## src/design/ckpr_pkg.sv

```systemverilog
// Types and codes shared by the clock page replacer modules.
package ckpr_pkg;

    typedef enum logic [1:0] {
        OP_INSERT  = 2'd0,
        OP_REPLACE = 2'd1,
        OP_PIN     = 2'd2,
        OP_UNPIN   = 2'd3
    } t_op;

    typedef enum logic [2:0] {
        ST_OK           = 3'd0,
        ST_NO_VICTIM    = 3'd1,
        ST_NOT_RESIDENT = 3'd2,
        ST_FULL         = 3'd3,
        ST_NOT_FULL     = 3'd4,
        ST_UNPIN_ZERO   = 3'd5
    } t_status;

    typedef enum logic [1:0] {
        S_IDLE,
        S_READ,
        S_CHECK,
        S_DONE
    } t_state;

    localparam logic [15:0] PIN_MAX = 16'hFFFF;
    localparam logic [6:0]  CAPACITY_RESET = 7'd64;

    typedef struct packed {
        logic [1:0]  operation;
        logic [31:0] page;
        logic [5:0]  frame;
    } t_in_item;

    typedef struct packed {
        logic [2:0]  status;
        logic [31:0] victim_page;
        logic [5:0]  victim_frame;
    } t_out_item;

    // One slot of the buffer pool as held in memory.
    typedef struct packed {
        logic [31:0] tag;
        logic [5:0]  frame;
        logic        ref_bit;
        logic [15:0] pin;
    } t_entry;

    // Verdict of the slot evaluation unit for the current slot.
    typedef struct packed {
        logic    match;
        logic    victim;
        logic    do_write;
        t_status status;
        t_entry  entry;
    } t_eval;

endpackage

```

## src/design/ckpr_ram.sv

```systemverilog
// Generic single-port-write, single-port-read RAM with registered read data.
module ckpr_ram #(
    parameter int WIDTH = 55,
    parameter int DEPTH = 64
) (
    input  logic                     i_clk,
    input  logic                     i_wr_en,
    input  logic [$clog2(DEPTH)-1:0] i_wr_addr,
    input  logic [WIDTH-1:0]         i_wr_data,
    input  logic                     i_rd_en,
    input  logic [$clog2(DEPTH)-1:0] i_rd_addr,
    output logic [WIDTH-1:0]         o_rd_data
);

    logic [WIDTH-1:0] r_mem [DEPTH];
    logic [WIDTH-1:0] r_rd_data;

    always_ff @(posedge i_clk) begin
        if (i_wr_en) begin
            r_mem[i_wr_addr] <= i_wr_data;
        end
        if (i_rd_en) begin
            r_rd_data <= r_mem[i_rd_addr];
        end
    end

    assign o_rd_data = r_rd_data;

endmodule

```

## src/design/ckpr_eval.sv

```systemverilog
// Slot evaluation unit: tag compare, pin count update and clock decision for one slot.
module ckpr_eval
    import ckpr_pkg::*;
(
    input  t_op         i_op,
    input  logic [31:0] i_page,
    input  t_entry      i_entry,
    output t_eval       o_eval
);

    logic w_unpinned;

    assign w_unpinned = (i_entry.pin == '0);

    always_comb begin
        o_eval          = '0;
        o_eval.match    = (i_entry.tag == i_page);
        o_eval.status   = ST_OK;
        o_eval.entry    = i_entry;
        case (i_op)
            OP_REPLACE: begin
                // An unpinned slot either loses its reference bit or is the victim.
                o_eval.do_write = w_unpinned;
                o_eval.victim   = w_unpinned && !i_entry.ref_bit;
                if (i_entry.ref_bit) begin
                    o_eval.entry.ref_bit = 1'b0;
                end else begin
                    o_eval.entry.tag     = i_page;
                    o_eval.entry.ref_bit = 1'b1;
                end
            end
            OP_PIN: begin
                o_eval.do_write = o_eval.match;
                if (i_entry.pin != PIN_MAX) begin
                    o_eval.entry.pin = i_entry.pin + 16'd1;
                end
            end
            OP_UNPIN: begin
                o_eval.do_write = o_eval.match;
                if (w_unpinned) begin
                    o_eval.status = ST_UNPIN_ZERO;
                end else begin
                    o_eval.entry.pin = i_entry.pin - 16'd1;
                end
            end
            default: begin
                o_eval.do_write = 1'b0;
            end
        endcase
    end

endmodule

```

## src/design/clock_page_replacer.sv

```systemverilog
// Top level of the clock page replacer: sequencer, slot memory and result register.
//
//  Channel   Direction  Handshake                  Payload
//  input     in         i_in_valid / o_in_stall    i_in_item  (t_in_item)
//  output    out        o_out_valid / i_out_stall  o_out_item (t_out_item)
//  config    in         i_cfg_wr_en                i_cfg_wr_data (capacity)
//
// Insert and every early-exit case go from accept straight to the result load in S_DONE.
// Pin and unpin scan from the newest slot down, each slot through the registered
// memory read (S_READ, then S_CHECK). Replace examines slots the same way, for at
// most 2 x filled slots.
// Reset is synchronous; the slot memory is not cleared, since every slot is written by
// an insert before it is ever read. The block takes a new transaction while a
// finished result still waits under output stall.
module clock_page_replacer
    import ckpr_pkg::*;
#(
    parameter int SLOTS = 64
) (
    input  logic      i_clk,
    input  logic      i_rst_n,
    input  logic      i_cfg_wr_en,
    input  logic [6:0] i_cfg_wr_data,
    input  logic      i_in_valid,
    output logic      o_in_stall,
    input  t_in_item  i_in_item,
    output logic      o_out_valid,
    input  logic      i_out_stall,
    output t_out_item o_out_item
);

    // Slot index, fill count and a width wide enough for both the count and capacity.
    localparam int IDX_W  = $clog2(SLOTS);
    localparam int FILL_W = $clog2(SLOTS + 1);
    localparam int CW     = (FILL_W > 7) ? FILL_W : 7;
    localparam int SW     = FILL_W + 1;

    t_state            r_state, n_state;
    t_op               r_op, n_op;
    logic [31:0]       r_page, n_page;
    logic [FILL_W-1:0] r_filled, n_filled;
    logic [IDX_W-1:0]  r_hand, n_hand;
    logic [IDX_W-1:0]  r_addr, n_addr;
    logic [SW-1:0]     r_steps, n_steps;
    logic [6:0]        r_capacity, n_capacity;
    t_out_item         r_res, n_res;
    logic              r_out_valid, n_out_valid;
    t_out_item         r_out, n_out;

    logic              w_accept;
    logic [CW-1:0]     w_eff_cap;
    logic [CW-1:0]     w_filled_ext;
    logic [IDX_W-1:0]  w_last;
    logic [IDX_W-1:0]  w_slot;
    logic [SW-1:0]     w_step_limit;
    logic              w_out_free;

    logic              w_wr_en;
    logic [IDX_W-1:0]  w_wr_addr;
    t_entry            w_wr_data;
    logic              w_rd_en;
    logic [IDX_W-1:0]  w_rd_addr;
    t_entry            w_rd_data;
    t_eval             w_eval;

    ckpr_ram #(
        .WIDTH ($bits(t_entry)),
        .DEPTH (SLOTS)
    ) u_slot_ram (
        .i_clk     (i_clk),
        .i_wr_en   (w_wr_en),
        .i_wr_addr (w_wr_addr),
        .i_wr_data (w_wr_data),
        .i_rd_en   (w_rd_en),
        .i_rd_addr (w_rd_addr),
        .o_rd_data (w_rd_data)
    );

    // The one shared unit: it judges the slot just read against the pending transaction.
    ckpr_eval u_eval (
        .i_op    (r_op),
        .i_page  (r_page),
        .i_entry (w_rd_data),
        .o_eval  (w_eval)
    );

    assign o_in_stall = (r_state != S_IDLE);
    assign w_accept   = i_in_valid && (r_state == S_IDLE);

    // Effective capacity is the smaller of the register and the slot count.
    assign w_filled_ext = CW'(r_filled);
    assign w_eff_cap    = (CW'(r_capacity) < CW'(SLOTS)) ? CW'(r_capacity) : CW'(SLOTS);

    // Newest filled slot; the hand wraps to it from slot zero.
    assign w_last       = IDX_W'(r_filled - FILL_W'(1));
    assign w_slot       = (FILL_W'(r_hand) < r_filled) ? r_hand : w_last;
    assign w_step_limit = {r_filled, 1'b0};

    // The result register is free when empty or when its transaction goes out now.
    assign w_out_free   = !r_out_valid || !i_out_stall;

    always_comb begin
        n_state     = r_state;
        n_op        = r_op;
        n_page      = r_page;
        n_filled    = r_filled;
        n_hand      = r_hand;
        n_addr      = r_addr;
        n_steps     = r_steps;
        n_capacity  = r_capacity;
        n_res       = r_res;
        n_out       = r_out;
        n_out_valid = r_out_valid && i_out_stall;
        w_wr_en     = 1'b0;
        w_wr_addr   = r_addr;
        w_wr_data   = w_eval.entry;
        w_rd_en     = 1'b0;
        w_rd_addr   = r_addr;

        if (i_cfg_wr_en) begin
            n_capacity = i_cfg_wr_data;
        end

        case (r_state)
            S_IDLE: begin
                if (w_accept) begin
                    n_op    = t_op'(i_in_item.operation);
                    n_page  = i_in_item.page;
                    n_steps = '0;
                    n_res   = '{status: ST_OK, victim_page: '0, victim_frame: '0};
                    n_state = S_DONE;
                    case (t_op'(i_in_item.operation))
                        OP_INSERT: begin
                            if (w_filled_ext >= w_eff_cap) begin
                                n_res.status = ST_FULL;
                            end else begin
                                // A fresh slot starts unreferenced and unpinned.
                                w_wr_en   = 1'b1;
                                w_wr_addr = IDX_W'(r_filled);
                                w_wr_data = '{tag: i_in_item.page, frame: i_in_item.frame,
                                              ref_bit: 1'b0, pin: '0};
                                n_filled  = r_filled + FILL_W'(1);
                                if ((w_filled_ext + CW'(1)) == w_eff_cap) begin
                                    n_hand = IDX_W'(r_filled);
                                end
                            end
                        end
                        OP_REPLACE: begin
                            if (w_filled_ext < w_eff_cap) begin
                                n_res.status = ST_NOT_FULL;
                            end else begin
                                n_state = S_READ;
                            end
                        end
                        default: begin
                            // Pin and unpin scan downward so the highest matching slot wins.
                            if (r_filled == '0) begin
                                n_res.status = ST_NOT_RESIDENT;
                            end else begin
                                n_addr  = w_last;
                                n_state = S_READ;
                            end
                        end
                    endcase
                end
            end
            S_READ: begin
                if (r_op == OP_REPLACE) begin
                    if (r_steps >= w_step_limit) begin
                        n_res.status = ST_NO_VICTIM;
                        n_state      = S_DONE;
                    end else begin
                        w_rd_en   = 1'b1;
                        w_rd_addr = w_slot;
                        n_addr    = w_slot;
                        n_hand    = (w_slot == '0) ? w_last : w_slot - IDX_W'(1);
                        n_steps   = r_steps + SW'(1);
                        n_state   = S_CHECK;
                    end
                end else begin
                    w_rd_en   = 1'b1;
                    w_rd_addr = r_addr;
                    n_state   = S_CHECK;
                end
            end
            S_CHECK: begin
                w_wr_en   = w_eval.do_write;
                w_wr_addr = r_addr;
                w_wr_data = w_eval.entry;
                if (r_op == OP_REPLACE) begin
                    if (w_eval.victim) begin
                        n_res   = '{status: ST_OK, victim_page: w_rd_data.tag,
                                    victim_frame: w_rd_data.frame};
                        n_state = S_DONE;
                    end else begin
                        n_state = S_READ;
                    end
                end else if (w_eval.match) begin
                    n_res.status = w_eval.status;
                    n_state      = S_DONE;
                end else if (r_addr == '0) begin
                    n_res.status = ST_NOT_RESIDENT;
                    n_state      = S_DONE;
                end else begin
                    n_addr  = r_addr - IDX_W'(1);
                    n_state = S_READ;
                end
            end
            S_DONE: begin
                if (w_out_free) begin
                    n_out       = r_res;
                    n_out_valid = 1'b1;
                    n_state     = S_IDLE;
                end
            end
            default: begin
                n_state = S_IDLE;
            end
        endcase
    end

    // Control state.
    always_ff @(posedge i_clk) begin
        if (!i_rst_n) begin
            r_state     <= S_IDLE;
            r_filled    <= '0;
            r_hand      <= '0;
            r_steps     <= '0;
            r_capacity  <= CAPACITY_RESET;
            r_out_valid <= 1'b0;
        end else begin
            r_state     <= n_state;
            r_filled    <= n_filled;
            r_hand      <= n_hand;
            r_steps     <= n_steps;
            r_capacity  <= n_capacity;
            r_out_valid <= n_out_valid;
        end
    end

    // Payload of the pending transaction and of the result.
    always_ff @(posedge i_clk) begin
        r_op   <= n_op;
        r_page <= n_page;
        r_addr <= n_addr;
        r_res  <= n_res;
        r_out  <= n_out;
    end

    assign o_out_valid = r_out_valid;
    assign o_out_item  = r_out;

endmodule

```

## config.mk

```make
export PLATFORM = sky130hd
export DESIGN_NAME = clock_page_replacer
export DESIGN_NICKNAME = d
export VERILOG_FILES = /design/src/design/ckpr_pkg.sv /design/src/design/ckpr_ram.sv /design/src/design/ckpr_eval.sv /design/src/design/clock_page_replacer.sv
export SDC_FILE = /design/constraint.sdc
export NUM_CORES = 2
export LEC_CHECK = 0
export ABC_AREA = 1
export ABC_CLOCK_PERIOD_IN_PS = 15750
export BUFFER_PORTS_ARGS = -buffer_cell sky130_fd_sc_hd__buf_2
export CORE_ASPECT_RATIO = 0.6
export CORE_MARGIN = 4
export CORE_UTILIZATION = 35
export DETAILED_ROUTE_END_ITERATION = 12
export PLACE_DENSITY = 0.56
export SETUP_SLACK_MARGIN = 0.1
export SYNTH_ARGS = -nofsm -noshare
export SYNTH_HDL_FRONTEND = slang
export SYNTH_SLANG_ARGS = --single-unit
```

## constraint.sdc

```tcl
create_clock -name i_clk -period 15.75 [get_ports i_clk]
set_clock_uncertainty 0.1 [all_clocks]
set_input_delay 1.575 -clock i_clk [delete_from_list [all_inputs] [get_ports i_clk]]
set_output_delay 1.575 -clock i_clk [all_outputs]
set_load 0.05 [all_outputs]
```

==> impl.org <==
** Outcome
- Outcome :: finished clean

** Power
- For this design the static power due to leakage is 0.0696 uW.
- IR analysis of the VDD net gives a maximum drop of 0.188 mV.
- For this design the ratio of total power to cell area is 188 nW/um2.

** STA
- Slew Viols, Final :: 0
- Period Utilization, post-route :: 51.8%
- Slew Limit Headroom :: 6.16%
- Hold Worst Slack :: 0.307 ns
- Setup repair after global routing missed its margin :: no
- In the final timing run, aggregate negative setup slack is 0 ns.
- Derived from the worst setup path, the maximum achievable clock frequency is 123 MHz.
- Shortest period the worst path allows :: 8.16 ns
- Final count of negative-setup-slack endpoints :: 0
- The number of hold-slack violations in the final timing report came to 0.
- For the pin with the worst max-slew slack, the measured transition is 1.40 ns.

** Route
- Dividing the detail-routed wire length by the instance count gives 26.5 um.
- DRC violation count after routing :: 0
- Vias :: 114702
- Post-detailed-routing wire length :: 561000 um
- Number of nets with antenna violations after routing :: 0
- Number of detailed-route iterations in the first pass :: 6
- For this block, the initial DRC count from the detailed router was 17506.
- Via density per instance :: 5.43

** Setup path
- Category of cells accounting for the largest share of critical-path delay :: buffers and inverters
- Buffers plus inverters on the worst setup path :: 6
- Standard cell with the maximum stage delay on the critical path :: buf_4
- Startpoint of the most critical register-to-register path :: r_filled[2]
- Setup slack, reg-to-reg :: 7.59 ns
- In this run the worst path has a maximum fanout of 83.
- The worst setup path is launched from a register.
- The largest single stage delay on the critical path is 0.85 ns.
- Cell depth of the worst setup path :: 21
- Traced cell by cell, the critical path runs through inv_1, ha_1, a21oi_1, o21ai_2, nand2_2, nand2_4, nand2_1, nand2_1, nand2_8, buf_4, buf_4, buf_4, buf_4, buf_4, nand3b_1, nand3_1, nand3_1, nand3_1, nand3_1, nand3_1, nand2_1.
- The worst setup path is captured at a register.
- Worst r2r path cells :: 21
- Worst setup path class :: reg -> reg
- Data on the critical path arrives at its endpoint at 8.73 ns.
- For the worst setup path, the data required time is 16.33 ns.
- The endpoint identified for the worst register-to-register timing path is u_slot_ram.o_rd_data[1].

** Layout
- In the final layout, the multi-input gates occupy 41700 um2.
- Share of the core filled with cells :: 38.9%
- Area occupied by registers :: 112000 um2
- Relative to the synthesized area, the layout overhead comes to 10.9%.
- Post-route cell area :: 183000 um2
- Number of nets in the final layout :: 14663
- Fill cells in the final layout number 45177.
- Excluding fillers, the count of instances in the completed layout stands at 21140.
- In the final layout, the share of cells above drive strength 1 is 6.89%.

** Worst hold path
- Worst hold-check path type :: reg -> reg
- Counting instances, the worst hold path has a depth of 0.
- For hold timing, the worst endpoint is o_out_item[17].
- Hold Startpoint :: r_res[17]

** Synth
- Cell with the most instances after synthesis :: nand3_1
- Post-synthesis cell count :: 14824
- In this run the mean area of a mapped cell was 11.1 um2.
- During synthesis, Yosys emitted a total of 0 warnings.
- Share of the yosys chip area belonging to registers :: 67.6%
- Dominant synthesized flop cell :: edfxtp_1
- The largest total area in the synthesized netlist belongs to edfxtp_1.
- Async set-reset flop share out of synthesis :: 0%
- List of most frequent post-synthesis cells :: nand3_1, edfxtp_1, nand2_1
- Number of storage elements in the synthesis netlist :: 3728
- Summing every instance area after synthesis gives 165000 um2.
- Share of the synthesized area in the top cell type :: 67.3%
- Synth area leaders :: edfxtp_1, nand3_1, nand3b_1, nand2_1, inv_1
- Post-synth EDFFs :: 3697
- The number of nets in the synthesized netlist is 14908.
- Number of unique standard cell types used by synthesis :: 48

** Clock network
- Sinks on the clock net :: 3728
- Source-to-sink clock delay at the later pin of the worst-skew pair :: 0.94 ns
- TritonCTS built the clock tree.
- The H-tree was split into 5 levels.
- Total clock buffers created by CTS :: 338
- Bufs on Longest Clock Path :: 4
- Post-CTS repair changed the size of 0 cells.
- Clock root buffer :: clkbuf_16
- Clock slew at the register clock pins of the worst setup and hold paths :: 0.07 ns
- # Post-CTS Setup Buffers :: 0
- Buffers inserted to repair hold after CTS numbered 0.

** Placed design
- The congestion estimate from routability-driven global placement came to 0.846.
- The placed instances occupy a cell area of 172000 um2.
- Once placement completed, the tool counted placed cells totaling 20542.
- The wire-length estimate of the detail-placed layout is 276000 um.
- Port buffer count :: 94

** Die
- The die is 895 um wide.
- Number of top-level pins :: 95
- Area of the die :: 483000 um2
- In this run the vertical extent of the chip is 540 um.
- Initial core utilization :: 35.1%
- The core region is 470000 um2.
- Num rows :: 195

** GRT
- GR met2 Demand/Resource :: 31.2%
- All-layer global routing usage :: 22.3%
- Global routing used 35.2% of the available met1 tracks.
- Congestion Overflow GR :: 0
- For met3 alone, demand over resource in global routing was 4.16%.
- After global routing, the most crowded layer is met1.
- The first global-routing pass estimated 791000 um of wire.
- Largest net degree at the start of global routing :: 202
- The via count of the first global-routing pass was 102895.
- The number of antenna violations at the first check in global routing is 20.

** Flow run
- Across the run, the number of max-cap violations was 0.
[flip-flops by register name, summed over array words and instances (netlist names)]
signal,cells
o_out_valid,1
r_capacity,7
r_op,2
r_steps,8
r_page,32
r_state,2
r_filled,7
o_out_item,41
u_slot_ram.r_mem,3520
r_hand,6
r_res,41
u_slot_ram.o_rd_data,55
r_addr,6
[cell usage in the layout (no fill, tap or decap), types with 7 or more instances in the layout]
master / instances
clkinv_1: 91
or2_2: 22
o211ai_1: 9
xor2_1: 30
clkbuf_1: 59
dfxtp_1: 31
nand3b_1: 1311
buf_12: 24
o21ai_4: 35
nand3_1: 3788
clkinv_2: 54
diode_2: 7
edfxtp_1: 3697
nand2_1: 2324
inv_6: 7
bufinv_16: 26
nor3_1: 19
nor2_1: 72
o21ai_0: 74
clkbuf_16: 346
o21ai_1: 8
nand4_1: 28
buf_4: 289
nand2_2: 8
a31oi_1: 7
nor2_4: 69
ha_1: 31
inv_1: 2138
a21oi_1: 42
mux2i_1: 12
clkinvlp_4: 7
buf_2: 94
inv_2: 9
nor4_1: 9
[kinds of logic after synthesis]
logic type                 share of synthesized area (%)
AOI/OAI and AO/OA                                  0.688
xor gates and xnor gates                           0.180
adders and majority gates                          0.243
buffers and inverters                               7.73
DFF                                                 67.6
muxes                                             0.0728
and+or+nand+nor                                     23.4
[final cells by class]
cell class	instances	share of cell area, %
antenna	7	0.00957
tap	6304	4.31
multi-input combinational	7944	22.8
clock inverter	182	0.867
sequential	3728	61.0
timing repair buffer	407	1.71
inverter	2160	4.45
clock buffer	408	4.88
[stage by stage]
step,setup slack [ns],total power (uW)
2_1_floorplan,9.92,21400
3_3_place_gp,7.98,26000
3_5_place_dp,7.89,26000
4_1_cts,7.86,34200
5_1_grt,7.20,35800
6_report,7.59,34300
[worst max-delay path by stage]
stage / endpoint / start
6_report: u_slot_ram.o_rd_data[1] / r_filled[2]
5_1_grt: u_slot_ram.o_rd_data[15] / r_filled[2]
4_1_cts: u_slot_ram.o_rd_data[15] / r_filled[2]
3_5_place_dp: u_slot_ram.o_rd_data[15] / r_filled[2]
3_3_place_gp: u_slot_ram.o_rd_data[15] / r_filled[2]
2_1_floorplan: u_slot_ram.r_mem[10][0] / i_in_item[39]
[where the power goes]
part | switching (uW) | internal (uW)
Combinational | 9800 | 3090
Clock | 3820 | 4460
Sequential | 298 | 12900
Total | 13900 | 20400
[per-layer routing]
metal	share of wire [%]	wire length, um	vias to the layer above
met5	0	0	-
met4	2.6	14500	0
li1	-	-	50513
met2	41	231000	6587
met3	11	62300	790
met1	45	253000	56812
Note: power is estimated with default switching activity, not from simulation.
